<file path="src/rtl/core/assert_macros.svh">
// Assertion macros for the WAV stream writer RTL.
// No dependencies; include with the bare file name.
`ifndef ASSERT_MACROS_SVH
`define ASSERT_MACROS_SVH

// Condition holds at every clock edge outside reset.
`define ASSERT_ALWAYS(lbl, clk, rst, cond) \
  lbl: assert property (@(posedge clk) disable iff (rst) (cond)) \
    else $error("assertion failed");

// Same-cycle implication.
`define ASSERT_IMPLIES(lbl, clk, rst, ante, cons) \
  lbl: assert property (@(posedge clk) disable iff (rst) (ante) |-> (cons)) \
    else $error("assertion failed");

// Next-cycle implication.
`define ASSERT_NEXT(lbl, clk, rst, ante, cons) \
  lbl: assert property (@(posedge clk) disable iff (rst) (ante) |=> (cons)) \
    else $error("assertion failed");

`endif

</file>
<file path="src/rtl/core/wps_pkg.sv">
// Shared types and constants for the WAV PCM stream writer.
// No dependencies.
`timescale 1ns / 1ps

package wps_pkg;

  localparam int unsigned MAX_FRAMES_DEF = 16777216;

  localparam int unsigned ADDR_W = 4;

  localparam logic [1:0] REG_CHANNELS = 2'd0;
  localparam logic [1:0] REG_RATE     = 2'd1;
  localparam logic [1:0] REG_DEPTH    = 2'd2;
  localparam logic [1:0] REG_FRAMES   = 2'd3;

  localparam logic [1:0] DEPTH_U8  = 2'd0;
  localparam logic [1:0] DEPTH_S16 = 2'd1;
  localparam logic [1:0] DEPTH_S24 = 2'd2;
  localparam logic [1:0] DEPTH_F32 = 2'd3;

  localparam logic [3:0]  RST_CHANNELS = 4'd2;
  localparam logic [18:0] RST_RATE     = 19'd48000;
  localparam logic [1:0]  RST_DEPTH    = DEPTH_S16;
  localparam logic [24:0] RST_FRAMES   = 25'd0;

  // Four-character tags, first character in the low byte.
  localparam logic [31:0] TAG_RIFF = 32'h4646_4952;
  localparam logic [31:0] TAG_WAVE = 32'h4556_4157;
  localparam logic [31:0] TAG_FMT  = 32'h2074_6D66;
  localparam logic [31:0] TAG_DATA = 32'h6174_6164;

  localparam logic [5:0] HDR_LEN_PCM   = 6'd44;
  localparam logic [5:0] HDR_LEN_FLOAT = 6'd46;

  localparam logic [15:0] FMT_PCM   = 16'd1;
  localparam logic [15:0] FMT_FLOAT = 16'd3;

  localparam logic [31:0] FMT_SIZE_PCM   = 32'd16;
  localparam logic [31:0] FMT_SIZE_FLOAT = 32'd18;

  localparam logic [23:0] SCALE_S16 = 24'd32767;
  localparam logic [23:0] SCALE_S24 = 24'd8388607;

  typedef struct packed {
    logic [31:0] sample_bits;
    logic        start_of_file;
  } sample_t;

  typedef struct packed {
    logic [7:0] data_byte;
    logic       last_byte;
  } stream_t;

  typedef struct packed {
    logic [3:0]  channel_count;
    logic [18:0] sample_rate;
    logic [1:0]  depth_code;
    logic [24:0] frame_count;
  } cfg_t;

  typedef struct packed {
    logic [31:0] riff_size;
    logic [31:0] data_size;
    logic [31:0] byte_rate;
    logic [5:0]  block_align;
    logic [5:0]  bits;
  } hdr_t;

  // Converted sample waiting for the serializer.
  typedef struct packed {
    logic [31:0] word;
    logic [1:0]  last_idx;
    logic        sof;
  } job_t;

endpackage

</file>
<file path="src/rtl/core/wps_regs.sv">
// Configuration registers behind the APB-style port, plus registered header fields.
// Depends on wps_pkg.
`timescale 1ns / 1ps

module wps_regs #(
  parameter int unsigned MAX_FRAMES = wps_pkg::MAX_FRAMES_DEF
) (
  input  logic                       clk,
  input  logic                       rst,
  input  logic                       psel,
  input  logic                       penable,
  input  logic                       pwrite,
  input  logic [wps_pkg::ADDR_W-1:0] paddr,
  input  logic [31:0]                pwdata,
  output logic [31:0]                prdata,
  output wps_pkg::cfg_t              cfg,
  output wps_pkg::hdr_t              hdr
);
  import wps_pkg::*;

  logic [1:0]  reg_idx;
  logic        wr;
  logic [24:0] frames_sat;
  logic [2:0]  bytes_per;
  logic [6:0]  block_w;
  logic [30:0] data_w;
  logic [24:0] rate_w;

  assign reg_idx = paddr[3:2];
  assign wr      = psel & penable & pwrite;

  always_ff @(posedge clk) begin
    if (rst) begin
      cfg.channel_count <= RST_CHANNELS;
      cfg.sample_rate   <= RST_RATE;
      cfg.depth_code    <= RST_DEPTH;
      cfg.frame_count   <= RST_FRAMES;
    end else if (wr) begin
      unique case (reg_idx)
        REG_CHANNELS: cfg.channel_count <= pwdata[3:0];
        REG_RATE:     cfg.sample_rate   <= pwdata[18:0];
        REG_DEPTH:    cfg.depth_code    <= pwdata[1:0];
        REG_FRAMES:   cfg.frame_count   <= pwdata[24:0];
        default:      ;
      endcase
    end
  end

  always_comb begin
    unique case (reg_idx)
      REG_CHANNELS: prdata = {28'd0, cfg.channel_count};
      REG_RATE:     prdata = {13'd0, cfg.sample_rate};
      REG_DEPTH:    prdata = {30'd0, cfg.depth_code};
      REG_FRAMES:   prdata = {7'd0, cfg.frame_count};
      default:      prdata = 32'd0;
    endcase
  end

  // Header size fields: products in the first stage, RIFF size in the second.
  assign frames_sat = (cfg.frame_count > 25'(MAX_FRAMES)) ? 25'(MAX_FRAMES) : cfg.frame_count;
  assign bytes_per  = {1'b0, cfg.depth_code} + 3'd1;
  assign block_w    = 7'(cfg.channel_count) * 7'(bytes_per);
  assign data_w     = 31'(frames_sat) * 31'(block_w[5:0]);
  assign rate_w     = 25'(cfg.sample_rate) * 25'(block_w[5:0]);

  always_ff @(posedge clk) begin
    hdr.data_size   <= 32'(data_w);
    hdr.byte_rate   <= 32'(rate_w);
    hdr.block_align <= block_w[5:0];
    hdr.bits        <= {bytes_per, 3'b000};
    hdr.riff_size   <= hdr.data_size
                       + ((cfg.depth_code == DEPTH_F32) ? 32'd38 : 32'd36);
  end

endmodule

</file>
<file path="src/rtl/core/wps_conv.sv">
// Input register and float-to-PCM sample conversion.
// Depends on wps_pkg.
`timescale 1ns / 1ps

module wps_conv (
  input  logic             clk,
  input  logic             rst,
  input  logic             sample_valid,
  output logic             sample_ready,
  input  wps_pkg::sample_t sample_data,
  input  logic [1:0]       depth_code,
  output logic             job_valid,
  output wps_pkg::job_t    job,
  input  logic             job_take
);
  import wps_pkg::*;

  logic        full;
  sample_t     item;

  logic        neg;
  logic [7:0]  expo;
  logic [22:0] frac;
  logic        is_nan;
  logic        is_sat;
  logic        is_zero;
  logic [23:0] mant;
  logic [7:0]  sh;
  logic [4:0]  kshift;
  logic [46:0] mant_w;
  logic [46:0] prod;
  logic [46:0] quo;
  logic        rem_nz;
  logic [23:0] mag;
  logic [23:0] sval;
  logic [7:0]  ubyte;

  assign sample_ready = !full || job_take;

  always_ff @(posedge clk) begin
    if (rst) begin
      full <= 1'b0;
    end else if (sample_valid && sample_ready) begin
      full <= 1'b1;
    end else if (job_take) begin
      full <= 1'b0;
    end
  end

  always_ff @(posedge clk) begin
    if (sample_valid && sample_ready) begin
      item <= sample_data;
    end
  end

  // Classify the float: NaN and zero give zero, |s| >= 1 saturates.
  always_comb begin
    neg    = item.sample_bits[31];
    expo   = item.sample_bits[30:23];
    frac   = item.sample_bits[22:0];
    is_nan = (expo == 8'hFF) && (frac != 23'd0);
    is_sat = !is_nan && (expo >= 8'd127);
    if (expo == 8'd0) begin
      mant = {1'b0, frac};
      sh   = 8'd149;
    end else begin
      mant = {1'b1, frac};
      sh   = 8'd150 - expo;
    end
    is_zero = is_nan || (!is_sat && (mant == 24'd0));
  end

  // Scales are all 2^n - 1, so the product is a shift and a subtract.
  always_comb begin
    case (depth_code)
      DEPTH_U8:  kshift = 5'd7;
      DEPTH_S16: kshift = 5'd15;
      default:   kshift = 5'd23;
    endcase
    mant_w = 47'(mant);
    prod   = (mant_w << kshift) - mant_w;
    quo    = (sh >= 8'd47) ? 47'd0 : (prod >> sh[5:0]);
    rem_nz = (prod != (quo << sh[5:0]));
  end

  always_comb begin
    if (is_sat) begin
      mag = (depth_code == DEPTH_S16) ? SCALE_S16 : SCALE_S24;
    end else if (is_zero) begin
      mag = 24'd0;
    end else begin
      mag = quo[23:0];
    end
    sval = neg ? (24'd0 - mag) : mag;

    if (is_zero) begin
      ubyte = 8'd128;
    end else if (is_sat) begin
      ubyte = neg ? 8'd1 : 8'd255;
    end else if (neg) begin
      ubyte = 8'd128 - quo[7:0] - {7'd0, rem_nz};
    end else begin
      ubyte = 8'd128 + quo[7:0];
    end
  end

  always_comb begin
    job_valid    = full;
    job.sof      = item.start_of_file;
    job.last_idx = depth_code;
    case (depth_code)
      DEPTH_U8:  job.word = {24'd0, ubyte};
      DEPTH_F32: job.word = is_nan ? 32'd0 : item.sample_bits;
      default:   job.word = {8'd0, sval};
    endcase
  end

endmodule

</file>
<file path="src/rtl/core/wps_ser.sv">
// Byte serializer: walks the WAV header and the converted sample bytes.
// Depends on wps_pkg and assert_macros.svh.
`timescale 1ns / 1ps
`include "assert_macros.svh"

module wps_ser (
  input  logic             clk,
  input  logic             rst,
  input  wps_pkg::cfg_t    cfg,
  input  wps_pkg::hdr_t    hdr,
  input  logic             conv_valid,
  input  wps_pkg::job_t    conv_job,
  output logic             job_take,
  output logic             stream_valid,
  input  logic             stream_ready,
  output wps_pkg::stream_t stream_data
);
  import wps_pkg::*;

  logic        job_valid;
  job_t        job;
  logic        in_hdr;
  logic [5:0]  idx;

  logic        is_float;
  logic [5:0]  hlen;
  logic [5:0]  hidx;
  logic        ext_zero;
  logic [31:0] hdr_word;
  logic [7:0]  hdr_byte;
  logic        fire;
  logic        last_hdr;
  logic        last_smp;

  assign is_float = (cfg.depth_code == DEPTH_F32);
  assign hlen     = is_float ? HDR_LEN_FLOAT : HDR_LEN_PCM;

  // Float header carries a two-byte extension size after bits-per-sample.
  always_comb begin
    hidx     = idx;
    ext_zero = 1'b0;
    if (is_float && (idx >= 6'd36)) begin
      if (idx < 6'd38) begin
        ext_zero = 1'b1;
      end else begin
        hidx = idx - 6'd2;
      end
    end
  end

  always_comb begin
    unique case (hidx[5:2])
      4'd0:    hdr_word = TAG_RIFF;
      4'd1:    hdr_word = hdr.riff_size;
      4'd2:    hdr_word = TAG_WAVE;
      4'd3:    hdr_word = TAG_FMT;
      4'd4:    hdr_word = is_float ? FMT_SIZE_FLOAT : FMT_SIZE_PCM;
      4'd5:    hdr_word = {12'd0, cfg.channel_count, (is_float ? FMT_FLOAT : FMT_PCM)};
      4'd6:    hdr_word = {13'd0, cfg.sample_rate};
      4'd7:    hdr_word = hdr.byte_rate;
      4'd8:    hdr_word = {10'd0, hdr.bits, 10'd0, hdr.block_align};
      4'd9:    hdr_word = TAG_DATA;
      4'd10:   hdr_word = hdr.data_size;
      default: hdr_word = 32'd0;
    endcase
    hdr_byte = ext_zero ? 8'h00 : hdr_word[{hidx[1:0], 3'b000} +: 8];
  end

  assign fire     = job_valid && stream_ready;
  assign last_hdr = in_hdr && (idx == (hlen - 6'd1));
  assign last_smp = !in_hdr && (idx[1:0] == job.last_idx);
  assign job_take = !job_valid || (fire && last_smp);

  always_ff @(posedge clk) begin
    if (rst) begin
      job_valid <= 1'b0;
      in_hdr    <= 1'b0;
      idx       <= 6'd0;
    end else if (job_take) begin
      job_valid <= conv_valid;
      in_hdr    <= conv_valid && conv_job.sof;
      idx       <= 6'd0;
    end else if (fire) begin
      if (last_hdr) begin
        in_hdr <= 1'b0;
        idx    <= 6'd0;
      end else begin
        idx <= idx + 6'd1;
      end
    end
  end

  // Load the next transaction the same edge the last byte leaves.
  always_ff @(posedge clk) begin
    if (job_take && conv_valid) begin
      job <= conv_job;
    end
  end

  assign stream_valid          = job_valid;
  assign stream_data.data_byte = in_hdr ? hdr_byte : job.word[{idx[1:0], 3'b000} +: 8];
  assign stream_data.last_byte = last_smp;

  `ASSERT_IMPLIES(a_hdr_needs_sof, clk, rst, job_valid && in_hdr, job.sof)
  `ASSERT_IMPLIES(a_hdr_idx_range, clk, rst, job_valid && in_hdr, idx < hlen)
  `ASSERT_IMPLIES(a_smp_idx_range, clk, rst, job_valid && !in_hdr, idx <= 6'(job.last_idx))
  `ASSERT_NEXT(a_stall_holds_idx, clk, rst, job_valid && !stream_ready, job_valid && $stable(idx))

endmodule

</file>
<file path="src/rtl/core/wav_pcm_stream_writer_unit.sv">
// Top level of the WAV PCM stream writer: config port, converter, serializer.
// Depends on wps_pkg, wps_regs, wps_conv and wps_ser.
`timescale 1ns / 1ps

// Turns single-precision float samples into a little-endian RIFF/WAVE byte
// stream, one byte per cycle on the stream port while stream_ready is high.
// An item gives depth_code + 1 sample bytes (1 to 4), plus 44 header bytes
// (46 for float) when start_of_file is set; the byte-wide output port bounds
// the sustained item rate. The input register and the converter take the
// next item while the serializer still sends the previous one, and an item's
// first byte leaves after the input register and the serializer's job register.
// Header size fields are registered from the configuration registers, with the
// RIFF size one register further on; registers are read and written over the
// APB-style port at byte addresses 0, 4, 8 and 12.
module wav_pcm_stream_writer_unit #(
  parameter int unsigned MAX_FRAMES = wps_pkg::MAX_FRAMES_DEF
) (
  input  logic                       clk,
  input  logic                       rst,
  input  logic                       sample_valid,
  output logic                       sample_ready,
  input  wps_pkg::sample_t           sample_data,
  output logic                       stream_valid,
  input  logic                       stream_ready,
  output wps_pkg::stream_t           stream_data,
  input  logic                       psel,
  input  logic                       penable,
  input  logic                       pwrite,
  input  logic [wps_pkg::ADDR_W-1:0] paddr,
  input  logic [31:0]                pwdata,
  output logic [31:0]                prdata,
  output logic                       pready
);
  import wps_pkg::*;

  cfg_t cfg;
  hdr_t hdr;
  logic conv_valid;
  job_t conv_job;
  logic job_take;

  assign pready = 1'b1;

  wps_regs #(
    .MAX_FRAMES(MAX_FRAMES)
  ) u_regs (
    .clk    (clk),
    .rst    (rst),
    .psel   (psel),
    .penable(penable),
    .pwrite (pwrite),
    .paddr  (paddr),
    .pwdata (pwdata),
    .prdata (prdata),
    .cfg    (cfg),
    .hdr    (hdr)
  );

  wps_conv u_conv (
    .clk         (clk),
    .rst         (rst),
    .sample_valid(sample_valid),
    .sample_ready(sample_ready),
    .sample_data (sample_data),
    .depth_code  (cfg.depth_code),
    .job_valid   (conv_valid),
    .job         (conv_job),
    .job_take    (job_take)
  );

  wps_ser u_ser (
    .clk         (clk),
    .rst         (rst),
    .cfg         (cfg),
    .hdr         (hdr),
    .conv_valid  (conv_valid),
    .conv_job    (conv_job),
    .job_take    (job_take),
    .stream_valid(stream_valid),
    .stream_ready(stream_ready),
    .stream_data (stream_data)
  );

endmodule
</file>
<file path="config.mk">
export PLATFORM = sky130hd
export DESIGN_NAME = wav_pcm_stream_writer_unit
export DESIGN_NICKNAME = d
export VERILOG_FILES = /design/src/rtl/core/wps_pkg.sv /design/src/rtl/core/wps_regs.sv /design/src/rtl/core/wps_conv.sv /design/src/rtl/core/wps_ser.sv /design/src/rtl/core/wav_pcm_stream_writer_unit.sv
export VERILOG_INCLUDE_DIRS = /design/src /design/src/rtl/core
export SDC_FILE = /design/constraint.sdc
export NUM_CORES = 2
export LEC_CHECK = 0
export ABC_AREA = 1
export ABC_CLOCK_PERIOD_IN_PS = 8840
export BUFFER_PORTS_ARGS = -buffer_cell sky130_fd_sc_hd__buf_2
export CAP_MARGIN = 10
export CORE_MARGIN = 2
export CORE_UTILIZATION = 50
export DETAILED_ROUTE_END_ITERATION = 7
export GPL_ROUTABILITY_DRIVEN = 0
export PLACE_DENSITY_LB_ADDON = 0.05
export SYNTH_ARGS = -nofsm -noshare
export SYNTH_HDL_FRONTEND = slang
export SYNTH_HIERARCHICAL = 1
export SYNTH_SLANG_ARGS = --single-unit
</file>
<file path="constraint.sdc">
create_clock -name clk -period 8.84 [get_ports clk]
set_clock_uncertainty 0.2 [all_clocks]
set_input_delay 0 -clock clk [delete_from_list [all_inputs] [get_ports clk]]
set_output_delay 0 -clock clk [all_outputs]
set_load 0.02 [all_outputs]
</file>
* Word level (Yosys, flattened, before mapping)
Cells that the tools add are included.
** Operators by class
- $mul :: 3
- Eq/ne operators :: 19
- Magnitude comparators :: 5
- Add/sub/neg operators :: 11
- Shift operators :: 5
- Mux-type cells :: 33
- Reduce and logical (&&, ||, !) cells :: 34
- Bitwise logic cells :: 2
** Operators with widths (count)
- one-hot mux 32 bit (11 select lines) :: 1
- one-hot mux 32 bit (4 select lines) :: 1
- two-way mux 24 bit :: 4
- one-hot mux 32 bit (2 select lines) :: 1
- indexed part select 32 x 6 -> 8 bit :: 2
- two-way mux 8 bit :: 7
- two-way mux 47 bit :: 1
- inequality test 47 bit :: 1
- << shifter 24 x 5 -> 47 bit :: 1
- << shifter 47 x 6 -> 47 bit :: 1
- right shift 47 x 6 -> 47 bit :: 1
- subtractor 47 x 24 -> 47 bit :: 1
- adder 31 x 32 -> 32 bit :: 1
- two-way mux 32 bit :: 1
- multiplier 25 x 6 -> 31 bit :: 1
- greater-than comparator 25 bit (second input constant) :: 1
- multiplier 19 x 6 -> 25 bit :: 1
- two-way mux 25 bit :: 1
- logical NOT 24 bit :: 1
- subtractor 1 x 24 -> 24 bit (first input constant) :: 1
- two-way mux 23 bit :: 1
- nonzero test 23 bit :: 1
- two-way mux 6 bit :: 3
- equality test 4 x 3 -> 1 bit (second input constant) :: 4
- other kinds (33) :: 73
** Storage, ports and cells
- Flip-flop bits (word level) :: 223
- Input port bits :: 76

* Logic depth before layout (Yosys ltp)
- Depth in word-level cells :: 13
- Depth in mapped cells :: 59
- Mapped depth without buffers :: 58

* By module
Netlist, hierarchy kept.
** By module, submodules not included
- wps_regs :: cells each 1949, times used 1, seq. area each 2942.8 sq um, area an instance 13988.4 sq um
- wps_conv :: cells each 2542, times used 1, seq. area each 1011.0 sq um, area an instance 12951.2 sq um
- wps_ser :: cells each 519, times used 1, seq. area each 1181.1 sq um, area an instance 3402.0 sq um
- wav_pcm_stream_writer_unit :: cells each 2, times used 1, seq. area each 0.0 sq um, area an instance 11.3 sq um

* Least setup slack after synthesis
OpenSTA, ideal clock, no wires.
- Path kind :: flip-flop to flip-flop
- From :: register, netlist name u_regs/cfg[25]
- To :: register u_ser/job[10] in the netlist's numbering (data pin)
- Cell stages (with the launch flop) :: 57
- Library setup time :: 0.258 ns
- Slack :: 2.205 ns
- Data arrival time :: 6.177 ns
- Clock period less this slack :: 6.635 ns
- Cell sequence :: dfxtp_1 > inv_1 > ha_1 > nor2_2 > buf_4 > clkbuf_1 > nor3_1 > ha_1 > inv_1 > nor2_1 > nand2_1 > o21ai_0 > nand2_1 > nand2_1 > nand2_2 > nand2_1 > nand2_1 > nand2_1 > (+21 left out) > nor2_1 > ha_1 > ha_1 > inv_1 > ha_1 > o31ai_1 > inv_1 > nor2_1 > nor2_1 > nor2_1 > nor2_1 > nand2_1 > nand3_1 > o22ai_1 > a31o_2 > a21oi_1 > o21ai_0 > nand2_1
** RTL lines
- to (signal assigned) :: RTL line wps_ser.sv:96 : job <= conv_job;
- to (decl) :: RTL line wps_ser.sv:21 : job_t job;

==> run_results.csv <==
group,metric,value,unit
detailed_routing,ant_nets,0,
critical_path,required,8.95,ns
synth,synth_top_area_cell,"nand2_1",
sta,slew_headroom,11.6,%
synth,yosysMostFrequentCell,"nand2_1",
sta,period_needed,8.17,ns
synth,synth_area_leaders,"nand2_1 19%, nand3_1 14%, fa_1 11%, dfxtp_1 10%, inv_1 8.0%",
critical_path,cp_slowest_cell,"a21oi_1",
detailed_routing,drt_first_pass_iters,7,
finish,drive_above_1_share,7.17,%
critical_path,startpoint_type,"register",
critical_path,crit_fanout,11,
synth,synth_edf_count,67,
worst_hold_path,hp-class,"in2reg",
global_route,first_global_vias,31900,
synth,synth_fa_ha_area_share,15.7,%
synth,ys_seq_area_share,16.9,%
detailed_routing,drt-met1-wl,45100,um
synth,syn_area,30400,um^2
detailed_routing,routedWlPerCell,20.0,um
synth,synthCells,5012,
sta,maxSlewViolCount,0,
placed_design,dp_hpwl,92600,um
die,core_area,60100,um^2
finish,design_area,33300,um^2
sta,max_freq,122,MHz
power,p_per_area,108,nW/um^2
global_route,grt_first_pass_wirelength,182000,um
detailed_routing,via_per_inst,5.71,
power,peakVddDrop,0.0000935,V
clock_network,ctsRootBufferMaster,"clkbuf_16",
sta,setup_ws,0.667,ns
sta,fin_hold_ws,0.0127,ns
global_route,grt_util_all_layers,37.1,%
critical_path,critPathMaxStageDelay,0.56,ns
power,p_leak,16.4,nW
clock_network,htree_num_levels,1,
synth,synth_top_flop_cell,"dfxtp_1",
critical_path,crit_type,"reg2reg",
synth,synth_top_area_share,18.5,%
synth,synth_xor_area_share,2.18,%
clock_network,clock_latency,0.56,ns
clock_network,cts_buffers,24,
die,initial_utilization,50.5,%
global_route,antenna_found_initial,1,
die,num_rows,90,
sta,tightest_slew,1.32,ns
die,fp.dieH,250,um
synth,synth_area_per_cell,6.06,um^2
job,drv_cap,0,
clock_network,clk_pin_slew,0.06,ns
critical_path,crit_path_end_kind,"register",
synth,ys_ff_latch,223,
finish,finalCoreUtilization,55.3,%
synth,synth_cell_types,64,
detailed_routing,num_vias,33700,
status,outcome,"finished, final reports clean",
synth,synth-compound-area-share,7.76,%
finish,fin_nets,5464,
die,io_pins,120,
critical_path,cp_top_family,"simple AND/OR/NAND/NOR gates",
sta,setup_violations,0,
synth,synth_top_family_by_area,"simple AND/OR/NAND/NOR gates",
clock_network,cts.sinks,223,
power,total_power,3.59,mW
sta,period_share,92.5,%
synth,async_flop_share,0,%
global_route,grt-ovfl-total,0,
detailed_routing,first_iter_violations,4082,
sta,rsz0062_at_grt,"no",
critical_path,crit_arrival,8.28,ns
synth,ys_top_cells_by_count,"1499 x nand2_1, 873 x nand3_1, 647 x inv_1",
detailed_routing,drc_errors,0,
sta,setup_tns,0,ns
detailed_routing,route.met3.wl,9080,um
global_route,grt_max_degree,122,
die,die_area,62700,um^2
die,die_w,250,um
clock_network,cts_tree,"yes",
synth,synth.area.mux_share,0,%
placed_design,place_ws,0.598,ns
finish,fin_cells,5905,
detailed_routing,wl_met2,53500,um
detailed_routing,wirelength,118000,um
sta,hold_violations,0,
critical_path,crit_buf_inv,8,
placed_design,place_inst,5741,
placed_design,dpl_cell_area,31300,um^2
synth,yosys.area_share.simple,45.3,%
detailed_routing,topRoutingLayerUsed,"met4",
placed_design,port_buffers,102,
finish,area_delta_synth_final,9.65,%
clock_network,clk_path_buf_depth,3,
synth,yosysWarningCount,6,
[logic make-up after synthesis]
kind of cell | count (synthesis)
buffers and inverters | 904
flip-flops | 223
XOR/XNOR | 74
other | 2
adder cells (fa/ha/maj) | 283
AND/OR/NAND/NOR | 3111
AO/OA/AOI/OAI | 415
[state kept, by name, indices dropped and copies added, names as in the netlist]
name,flops
u_conv/expo,8
u_conv/frac,23
u_conv/item,1
u_conv/job,1
u_conv/job_valid,1
u_regs/cfg,50
u_regs/hdr,97
u_ser/idx,6
u_ser/in_hdr,1
u_ser/job,34
u_ser/stream_valid,1
[path summary, 6_finish.rpt]
| path | start | cells past startpoint | slack, ns | end |
|---|---|---|---|---|
| max | u_regs/cfg[25] | 49 | 0.67 | u_ser/job[10] |
| min | sample_data[22] | 2 | 0.01 | u_conv/frac[21] |
| max reg2reg | u_regs/cfg[25] | 49 | 0.67 | u_ser/job[10] |
| min reg2reg | u_regs/hdr[44] | 0 | 0.19 | u_regs/hdr[76] |
[timing repair]
item / in CTS / in global routing
endpoints found under the hold margin: 94 / 0
setup buffers: 0 / 1
hold buffers: 119 / 0
gates resized for setup: 0 / 10
setup endpoints to repair: 0 / 1
[worst reg2reg max path: cells and delay by family, from the launching register on]
kind                       cells  cell delay [ns]
AOI/OAI and AO/OA              7             1.63
and+or+nand+nor               28             3.24
buffers and inverters          8             0.84
DFF                            1             0.38
adders and majority gates      5             1.29
xor gates and xnor gates       1             0.38
[final cells by class]
| cell class | instances | area, um^2 |
|---|---|---|
| fillers | 6238 | 26900 |
| multi-input cells | 3902 | 21700 |
| clock inverters | 10 | 114 |
| inverters | 683 | 2570 |
| diodes | 1 | 2.50 |
| well taps | 782 | 978 |
| repair buffers | 271 | 2110 |
| flip-flops and latches | 223 | 5130 |
| clock buffers | 33 | 666 |
[layout by cell type (no fill, tap or decap), types with 102 or more instances in the layout]
master,Yosys,final
a21oi_1,174,171
buf_2,34,102
dfxtp_1,156,156
dlygate4sd3_1,0,119
fa_1,165,165
ha_1,118,118
inv_1,647,644
nand2_1,1499,1497
nand3_1,873,871
nand4_1,102,102
nor2_1,464,458
o21ai_0,126,124
[report_power, final]
part,switching [mW],internal [mW]
registers,0.0439,1.11
clock network,0.435,0.587
logic,1.00,0.414
[per-layer routing]
layer	global-route usage (%)	up-vias
li1	-	16300
met1	44.7	15300
met2	61.1	1649
met3	4.59	444
met5	0	-
met4	26.9	0
Power figures use the tool's default switching activity.
